### src/rtl/core/ubf_pkg.sv
// Shared types and constants for the buffered UART TX/RX FIFO core.
package ubf_pkg;

  localparam int FIFO_DEPTH = 1024;
  localparam int PTR_W      = (FIFO_DEPTH > 1) ? $clog2(FIFO_DEPTH) : 1;
  localparam int CNT_W      = $clog2(FIFO_DEPTH + 1);
  localparam int LVL_W      = 11;

  localparam logic [PTR_W-1:0] LAST_PTR  = PTR_W'(FIFO_DEPTH - 1);
  localparam logic [CNT_W-1:0] DEPTH_CNT = CNT_W'(FIFO_DEPTH);

  localparam logic [1:0] REQ_PUT   = 2'd0;
  localparam logic [1:0] REQ_EVENT = 2'd1;
  localparam logic [1:0] REQ_READ  = 2'd2;

  localparam logic [7:0] ERR_MASK   = 8'h0F;
  localparam int         RXNE_BIT   = 5;
  localparam int         TXE_BIT    = 7;
  localparam logic [7:0] EMPTY_READ = 8'hFF;

  typedef struct packed {
    logic [1:0] req_type;
    logic [7:0] tx_data;
    logic [7:0] line_flags;
    logic [7:0] rx_data;
  } in_t;

  typedef struct packed {
    logic             put_accepted;
    logic             tx_load_valid;
    logic [7:0]       tx_load_byte;
    logic [7:0]       read_byte;
    logic             read_empty;
    logic             rx_overflowed;
    logic             line_error;
    logic             sending;
    logic             tx_irq_enable;
    logic [LVL_W-1:0] tx_level;
    logic [LVL_W-1:0] rx_level;
  } out_t;

  typedef enum logic [2:0] {
    CMD_NOP  = 3'd0,
    CMD_PUT  = 3'd1,
    CMD_EVT  = 3'd2,
    CMD_LERR = 3'd3,
    CMD_READ = 3'd4
  } cmd_kind_t;

  // classified request handed from the front to the back
  typedef struct packed {
    cmd_kind_t  kind;
    logic       rx_push;
    logic       tx_done;
    logic [7:0] tx_data;
    logic [7:0] rx_data;
  } cmd_t;

  function automatic logic [PTR_W-1:0] ptr_inc(input logic [PTR_W-1:0] p);
    ptr_inc = (p == LAST_PTR) ? '0 : p + PTR_W'(1);
  endfunction

endpackage

### src/rtl/core/ubf_front.sv
// Front end: accepts request words, classifies them and queues them.
module ubf_front import ubf_pkg::*; (
  input  logic clk,
  input  logic rst_n,
  input  logic in_valid,
  output logic in_ready,
  input  in_t  in_data,
  output logic q_valid,
  input  logic q_pop,
  output cmd_t q_cmd
);

  cmd_t       slot_r [2];
  logic       wr_r, rd_r;
  logic [1:0] cnt_r;
  cmd_t       cls;
  logic       push;

  always_comb begin
    cls         = '0;
    cls.tx_data = in_data.tx_data;
    cls.rx_data = in_data.rx_data;
    cls.rx_push = in_data.line_flags[RXNE_BIT];
    cls.tx_done = in_data.line_flags[TXE_BIT];
    unique case (in_data.req_type)
      REQ_PUT:   cls.kind = CMD_PUT;
      // any error bit discards the whole event
      REQ_EVENT: cls.kind = ((in_data.line_flags & ERR_MASK) != '0) ? CMD_LERR : CMD_EVT;
      REQ_READ:  cls.kind = CMD_READ;
      default:   cls.kind = CMD_NOP;
    endcase
  end

  assign in_ready = (cnt_r != 2'd2);
  assign push     = in_valid && in_ready;
  assign q_valid  = (cnt_r != 2'd0);
  assign q_cmd    = slot_r[rd_r];

  always_ff @(posedge clk) begin
    if (push) begin
      slot_r[wr_r] <= cls;
    end
  end

  always_ff @(posedge clk) begin
    if (!rst_n) begin
      wr_r  <= 1'b0;
      rd_r  <= 1'b0;
      cnt_r <= 2'd0;
    end else begin
      if (push) begin
        wr_r <= ~wr_r;
      end
      if (q_pop) begin
        rd_r <= ~rd_r;
      end
      cnt_r <= cnt_r + 2'(push) - 2'(q_pop);
    end
  end

endmodule

### config.mk
export PLATFORM = sky130hd
export DESIGN_NAME = ubf_front
export DESIGN_NICKNAME = d
export VERILOG_FILES = /design/src/rtl/core/ubf_pkg.sv /design/src/rtl/core/ubf_front.sv
export SDC_FILE = /design/constraint.sdc
export NUM_CORES = 1
export LEC_CHECK = 0
export ABC_AREA = 1
export BUFFER_PORTS_ARGS = -buffer_cell sky130_fd_sc_hd__buf_2
export CAP_MARGIN = 15
export CORE_ASPECT_RATIO = 0.8
export CORE_MARGIN = 3
export CORE_UTILIZATION = 57
export CTS_BUF_LIST = sky130_fd_sc_hd__clkbuf_2 sky130_fd_sc_hd__clkbuf_4 sky130_fd_sc_hd__clkbuf_8
export DETAILED_ROUTE_END_ITERATION = 6
export PLACE_DENSITY = 0.86
export SLEW_MARGIN = 30
export SYNTH_ARGS = -nofsm -noshare
export SYNTH_HDL_FRONTEND = slang
export SYNTH_SLANG_ARGS = --single-unit
export TNS_END_PERCENT = 50
### constraint.sdc
create_clock -name clk -period 4.3 [get_ports clk]
set_input_delay 0.645 -clock clk [delete_from_list [all_inputs] [get_ports clk]]
set_output_delay 0.645 -clock clk [all_outputs]
set_load 0.1 [all_outputs]
Word level (Yosys, flattened, before mapping)

Memory sizes are Yosys's and may differ from the RTL's. A register that Yosys moved wholly into a read port is not among the register bits.
Cells that the tools add are included.
W data, S select, Z words.

Flip-flop bits (word level): 4
RAM bits: 42
Input bits: 30
Output and inout bits: 23
Word-level logic and storage cells: 21
Memories: 1

Add/subtract/negate cells: 2
Equal/unequal tests: 3
Multiplexer cells: 6
Bitwise operators: 2
Reductions and logical operators: 4

Memories:

| name   | depth | width | read ports | clocked after memory_dff | wr ports | line            | text |
|---|---|---|---|---|---|---|---|
| slot_r | 2     | 21    | 1          | 1                        | 1        | ubf_front.sv:13 | `cmd_t slot_r [2];` |

Operators with widths:

| kind                 | count |
|---|---|
| $pmux W3 S3          | 1 |
| $reduce_bool A8 Y1   | 1 |
| $mux W1              | 5 |
| $add A2 B1 Y2        | 1 |
| $eq A2 B1 Y1 const B | 1 |
| $eq A2 B2 Y1 const B | 1 |
| $logic_not A2 Y1     | 1 |
| $ne A2 B2 Y1 const B | 1 |
| $not A1 Y1           | 2 |
| $reduce_bool A2 Y1   | 1 |
| $sub A2 B1 Y2        | 1 |
| $logic_and A1 B1 Y1  | 1 |

Longest topological paths before layout

Gate-level depths: netlist of run 1.

Word-level depth: 4
Gate-level depth with buffers: 11
Mapped depth without buffers: 11

Worst setup path after synthesis of run 1

No wires, ideal clock.

Path kind: register -> register
From: register cnt_r[0]
To: memory slot_r[1][0] (netlist name) (enable)
Setup time: 0.400 ns
Data arrival time: 2.227 ns
Required time: 3.900 ns
Slack: 1.672 ns
Stages on the path, launching flop included: 5
Buffers on the path: 0
Clock period less this slack: 2.628 ns
Cell sequence: dfxtp_1 -> inv_1 -> nand2_1 -> nand2_2 -> nor2_1

Longest elaborated chain between the ends: 4

RTL lines:

| item                          | line            | text |
|---|---|---|
| start: declaration            | ubf_front.sv:15 | `logic [1:0] cnt_r;` |
| start signal: assignment      | ubf_front.sv:57 | `cnt_r <= cnt_r + 2'(push) - 2'(q_pop);` |
| $ne A2 B2 Y1                  | ubf_front.sv:34 | `assign in_ready = (cnt_r != 2'd2);` |
| named net in_ready            | ubf_front.sv:6  | `output logic in_ready,` |
| $logic_and A1 B1 Y1           | ubf_front.sv:35 | `assign push = in_valid && in_ready;` |
| $mux W1                       | ubf_front.sv:40 | `if (push) begin` |
| $mux W1 (implied by the code) | ubf_front.sv:41 | `slot_r[wr_r] <= cls;` |
| end: declaration              | ubf_front.sv:13 |  |

The timed path passes the listed nets, and every way through them passes these cells.

==> impl_metrics.json, run 1 <==
{
  "die-height_um": 56.93,
  "layout.cells.most_common_list": "50 x sky130_fd_sc_hd__buf_2, 42 x sky130_fd_sc_hd__edfxtp_1, 20 x sky130_fd_sc_hd__mux2_4",
  "final_net_count": 192,
  "critical_path_cell_count": 3,
  "post_cts.repair.setup_buffers": 0,
  "largest_cells_by_area_after_synthesis": "sky130_fd_sc_hd__edfxtp_1 68%, sky130_fd_sc_hd__mux2_4 16%, sky130_fd_sc_hd__dfxtp_1 5.4%",
  "drtPass1Iterations": 4,
  "tritoncts_num_sinks": 47,
  "run_status": "finished, final reports clean",
  "fin_util_pct": 77.29,
  "multiInputGateArea_um2": 452.9,
  "placedInstanceArea_mm2": 0.002146,
  "ctsResizeCount": 0,
  "ys_seq_area_share_pct": 73.66,
  "final_hold_viol_count": 0,
  "area_delta_synth_final_pct": 21.87,
  "regToRegSetupSlack_ns": 2.80,
  "worst_path_max_delay_cell": "sky130_fd_sc_hd__dfxtp_1",
  "timing.critical_path.to_type": "primary output",
  "post-place-cells": 192,
  "p_leak_uw": 0.0009414,
  "insertion_delay_ns": 0.29,
  "post-dp-hpwl_um": 2069,
  "yosys_warnings": 0,
  "globalRouteTotalUtil_pct": 15.53,
  "timing.hold.worst_path_depth": 2,
  "postSynthNetCount": 136,
  "busiest_layer": "met2",
  "antenna_found_initial": 0,
  "post_drt_via_cell_ratio": 5.020,
  "data_arrival_time_of_the_worst_path_ns": 1.85,
  "critical_path.cell_chain": "buf_4 -> mux2_4 -> buf_2",
  "final_antenna_net_count": 0,
  "fillCellCount": 184,
  "drt_iter0_drc": 43,
  "crit_family": "buffers and inverters",
  "critical_path.endpoint": "q_cmd[9]",
  "worst-setup-path-type": "flop to primary output",
  "ff_latch_area_mm2": 0.001361,
  "worstPathRequired_ns": 3.65,
  "global_route_wire_length_before_repair_um": 4650,
  "place.port_buffers": 50,
  "cp.buffers_inverters": 2,
  "synthesis.instances": 105,
  "grt_start_max_net_pins": 23,
  "unrepaired_setup_endpoints_after_global_routing": "false",
  "wl_per_cell_um": 13.87,
  "timing_worst_slew_pin_value_ns": 0.6145,
  "initial_standard_cell_utilization_of_the_core_pct": 63.42,
  "maxCapViolations": 0,
  "critPathMaxFanout": 15,
  "clock.fmax_mhz": 401.5,
  "numCtsBuffers": 5,
  "area_of_all_placed_cells_without_fillers_mm2": 0.002252,
  "final_period_minus_worst_setup_slack_ns": 2.491,
  "critical_path.max_stage_delay_ns": 0.56,
  "post_synthesis_sequential_element_count": 47,
  "drc": 0,
  "vdd.ir_drop.worst_mv": 0.3895,
  "detail_route.wirelength_um": 2761,
  "setup_tns_ns": 0,
  "global_route.usage.met2_pct": 29.89,
  "use_met3_pct": 5.986,
  "synth.cell_area_mm2": 0.001848,
  "grt_use_met1_pct": 14.80,
  "ios": 53,
  "powerDensity_mw_per_mm2": 536.6,
  "netlist_cell_types": 14,
  "cts.clk_slew.worst_paths_ns": 0.07,
  "post-route-period-util_pct": 57.92,
  "netlist.top_cell.by_area": "sky130_fd_sc_hd__edfxtp_1",
  "worst_reg_to_reg_cells": 4,
  "gp_congestion": 0.6483,
  "placeableCoreArea_mm2": 0.002914,
  "antennaDiodeCount": 0,
  "maxSlewViolCount": 0,
  "cts_max_level": 2,
  "layout.cells.most_common": "sky130_fd_sc_hd__buf_2",
  "cts_tree": "yes",
  "clock_tree.root_cell": "sky130_fd_sc_hd__clkbuf_8",
  "worstReg2RegStart": "cnt_r[0]",
  "min_path_type": "flop to flop",
  "critPathLaunchType": "flop",
  "cts_hold_repair.buffers": 0,
  "finalNonFillerCells": 199,
  "area_of_the_die_mm2": 0.003966,
  "regToRegEndpoint": "slot_r[1][15]",
  "setup_viol": 0,
  "drive_above_1_share_pct": 50.93,
  "netlist.area_leader.share_pct": 68.25,
  "syn-mean-instance-area_um2": 17.60,
  "total_number_of_vias": 999,
  "worst_slew_slack_as_a_fraction_of_its_limit_pct": 58.94,
  "clk_path_buf_depth": 2,
  "grt_overflow_total": 0,
  "die_w_um": 69.66,
  "placement_rows": 17,
  "fin_worst_skew_ns": 0.004106,
  "first_global_vias": 1073
}
cell usage after synthesis:
cell                       instances
sky130_fd_sc_hd__a21oi_1           2
sky130_fd_sc_hd__buf_6             2
sky130_fd_sc_hd__dfxtp_1           5
sky130_fd_sc_hd__edfxtp_1         42
sky130_fd_sc_hd__ha_1              1
sky130_fd_sc_hd__inv_1             7
sky130_fd_sc_hd__mux2_2            1
sky130_fd_sc_hd__mux2_4           20
sky130_fd_sc_hd__nand2_1          11
sky130_fd_sc_hd__nand2_2           1
sky130_fd_sc_hd__nand3_1           1
sky130_fd_sc_hd__nor2_1           10
sky130_fd_sc_hd__nor3_1            1
sky130_fd_sc_hd__xnor2_1           1
kinds of logic (layout without fill, tap and decap cells):
logic type | Yosys count | in the layout | share of synthesized area (%)
mux | 21 | 21 | 16.86
compound gates | 2 | 2 | 0.5417
buf+inv | 9 | 65 | 2.641
xor+xnor | 1 | 1 | 0.4740
simple gates | 24 | 24 | 5.146
flops | 47 | 47 | 73.66
fa+ha+maj | 1 | 1 | 0.6769
per-stage QoR:
step | setup WS [ns] | power, uW | hold slack [ns]
6_report | 1.809 | 1209 | 0.5085
3_3_place_gp | 2.122 | 910.2 | 0.4792
2_1_floorplan | 1.672 | 866.5 | 0.4635
5_1_grt | 1.712 | 1259 | 0.5176
4_1_cts | 1.772 | 1218 | 0.5137
3_5_place_dp | 2.092 | 923.2 | 0.4932
how the worst min path moves through the flow:
stage                            from            end  slack [ns]
final                            rd_r           rd_r        0.51
after global routing      in_data[18]  slot_r[1][10]        0.52
after CTS                        rd_r           rd_r        0.51
after detailed placement         rd_r           flop        0.49
after global placement           rd_r           rd_r        0.48
after floorplan                  rd_r           flop        0.46
power breakdown:
group          switching (uW)  internal [uW]  leakage, uW
sequential               14.1            544     0.000434
clock                     130            170    0.0000502
combinational             276           74.8     0.000457
flip-flops by register name, summed over array words and instances (netlist names), named ones only:
register / cells
slot_r: 42
wr_r: 1
cnt_r: 2
rd_r: 1
tightest hold or removal path: stages, from the launching register on:
cell	delay, ns
sky130_fd_sc_hd__dfxtp_1	0.33
sky130_fd_sc_hd__nor2_1	0.06
sky130_fd_sc_hd__nor2_1	0.08
metal layers:
layer | vias up | wire length [um]
met5 | - | 0
met4 | 0 | 45
met3 | 7 | 197
met2 | 36 | 1526
met1 | 467 | 992
li1 | 489 | -
final cells by class:
class / instances / share of cell area, %
Inverter: 7 / 1.167
Multi-Input combinational cell: 49 / 20.11
Clock inverter: 2 / 1.667
Clock buffer: 5 / 3.056
Sequential cell: 47 / 60.44
Timing Repair Buffer: 51 / 11.44
Tap cell: 38 / 2.111
No activity file was read; power rests on OpenSTA's default activity.
==> run 2, diff against run 1 <==
CORE_UTILIZATION = 48   (was 57)
PLACE_DENSITY = 0.78   (was 0.86)
clock period = 2.2 ns   (was 4.3 ns; I/O delays follow)
==> impl_metrics.json, run 2 (synthesized netlist as in run 1, its figures left out) <==
{
  "run_status": "finished, final reports clean",
  "maxSlewViolCount": 0,
  "setup_tns_ns": 0,
  "cts.clk_slew.worst_paths_ns": 0.08,
  "numCtsBuffers": 5,
  "first_global_vias": 1030,
  "post_cts.repair.setup_buffers": 0,
  "area_of_the_die_mm2": 0.004635,
  "grt_start_max_net_pins": 18,
  "critical_path.max_stage_delay_ns": 0.52,
  "layout.cells.most_common_list": "42 x sky130_fd_sc_hd__edfxtp_1, 29 x sky130_fd_sc_hd__buf_2, 22 x sky130_fd_sc_hd__buf_12",
  "post_drt_via_cell_ratio": 4.894,
  "clock_tree.root_cell": "sky130_fd_sc_hd__clkbuf_8",
  "drtPass1Iterations": 4,
  "globalRouteTotalUtil_pct": 15.20,
  "cts_tree": "yes",
  "layout.cells.most_common": "sky130_fd_sc_hd__edfxtp_1",
  "ios": 53,
  "power_frac_clock_pct": 23.8,
  "drt_iter0_drc": 63,
  "timing.critical_path.to_type": "primary output",
  "data_arrival_time_of_the_worst_path_ns": 1.60,
  "final_antenna_net_count": 0,
  "total_number_of_vias": 1013,
  "worst_reg_to_reg_cells": 5,
  "cts_max_level": 2,
  "internal_power_uw": 1732,
  "critPathMostFrequentCell": "sky130_fd_sc_hd__buf_12",
  "power.net_switching_uw": 849.3,
  "final_period_minus_worst_setup_slack_ns": 1.935,
  "setup_viol": 0,
  "critPathLaunchType": "flop",
  "place.port_buffers": 50,
  "post-dp-hpwl_um": 2397,
  "worstPathRequired_ns": 1.87,
  "clock.fmax_mhz": 516.9,
  "critical_path.cell_chain": "buf_12 -> mux2_2 -> buf_12",
  "largest_register_ffs": 42,
  "final_net_count": 195,
  "p_leak_uw": 0.001083,
  "post-route-period-util_pct": 87.93,
  "cts_hold_repair.buffers": 0,
  "largest-register": "slot_r",
  "maxCapViolations": 0,
  "detail_route.wirelength_um": 3138,
  "wl_per_cell_um": 15.16,
  "antenna_found_initial": 0,
  "gp_congestion": 0.6618,
  "die-height_um": 61.50,
  "tritoncts_num_sinks": 47,
  "antennaDiodeCount": 0,
  "drive_above_1_share_pct": 52.73,
  "cp.buffers_inverters": 2,
  "unrepaired_setup_endpoints_after_global_routing": "false",
  "final_hold_viol_count": 0,
  "ctsResizeCount": 0,
  "p_seq_share_pct": 42.2,
  "global_route_wire_length_before_repair_um": 4830,
  "worst-setup-path-type": "flop to primary output",
  "critical_path_cell_count": 3,
  "insertion_delay_ns": 0.29,
  "placement_rows": 19,
  "powerDensity_mw_per_mm2": 989.8,
  "reg.largest.list": "slot_r (42), cnt_r (2)",
  "critPathMaxFanout": 17,
  "vdd.ir_drop.worst_mv": 0.6734,
  "timing_worst_slew_pin_value_ns": 0.4853,
  "min_path_type": "primary input to flop",
  "timing.hold.worst_path_depth": 1,
  "placeableCoreArea_mm2": 0.003566,
  "fin_worst_skew_ns": 0.006525,
  "p_sw_share_pct": 32.91,
  "clk_path_buf_depth": 2,
  "worst_path_max_delay_cell": "sky130_fd_sc_hd__dfxtp_1",
  "power.combinational.fraction_pct": 34.0,
  "area_delta_synth_final_pct": 41.10,
  "initial_standard_cell_utilization_of_the_core_pct": 51.82,
  "worst_slew_slack_as_a_fraction_of_its_limit_pct": 67.87,
  "die_w_um": 75.37,
  "grt_overflow_total": 0,
  "crit_family": "flip-flops",
  "drc": 0,
  "p_total_uw": 2581
}
run 2: area by class of cell:
class	instances	area [um2]
inverter	7	26.28
fill	218	958.4
clock inverter	1	30.03
timing repair buffer	54	608.1
sequential	47	1361
multi-input combinational	49	445.4
tap	42	52.55
clock buffer	7	83.83
run 2: path summary, 6_finish.rpt:
| kind | startpoint | endpoint | slack [ns] |
|---|---|---|---|
| worst max-delay path | flop | q_cmd[20] | 0.27 |
| worst min-delay path | in_data[22] | slot_r[1][14] | 0.22 |
| worst max register to register | cnt_r[0] | slot_r[1][20] | 0.71 |
| worst min register to register | rd_r | flop | 0.51 |
run 2: metal layers:
metal  vias to the layer above  share of wire, %  track usage, %
li1                        496                 -               -
met1                       480                37           16.52
met2                        31                55           26.32
met3                         6               5.6           4.241
met4                         0               2.4           9.726
met5                         -                 0               0
run 2: power groups by stage:
stage / registers [uW] / logic, uW / clock network [uW]
6_report: 1090 / 877 / 614
5_1_grt: 1100 / 910 / 674
4_1_cts: 1090 / 885 / 629
3_5_place_dp: 1110 / 883 / 0
3_3_place_gp: 1100 / 867 / 0
2_1_floorplan: 1100 / 596 / 0
run 2: metrics by stage:
step	area, um2	setup WS (ns)	hold slack [ns]	util [%]	cells
after global routing	2608	0.2003	0.2083	73.12	207
final	2608	0.2654	0.2249	73.12	207
after detailed placement	2494	0.5675	0.4910	69.93	199
after floorplan	1856	0.2299	0.4235	-	105
after global placement	2494	0.5756	0.4792	69.93	199
after CTS	2608	0.2417	0.2156	73.12	207
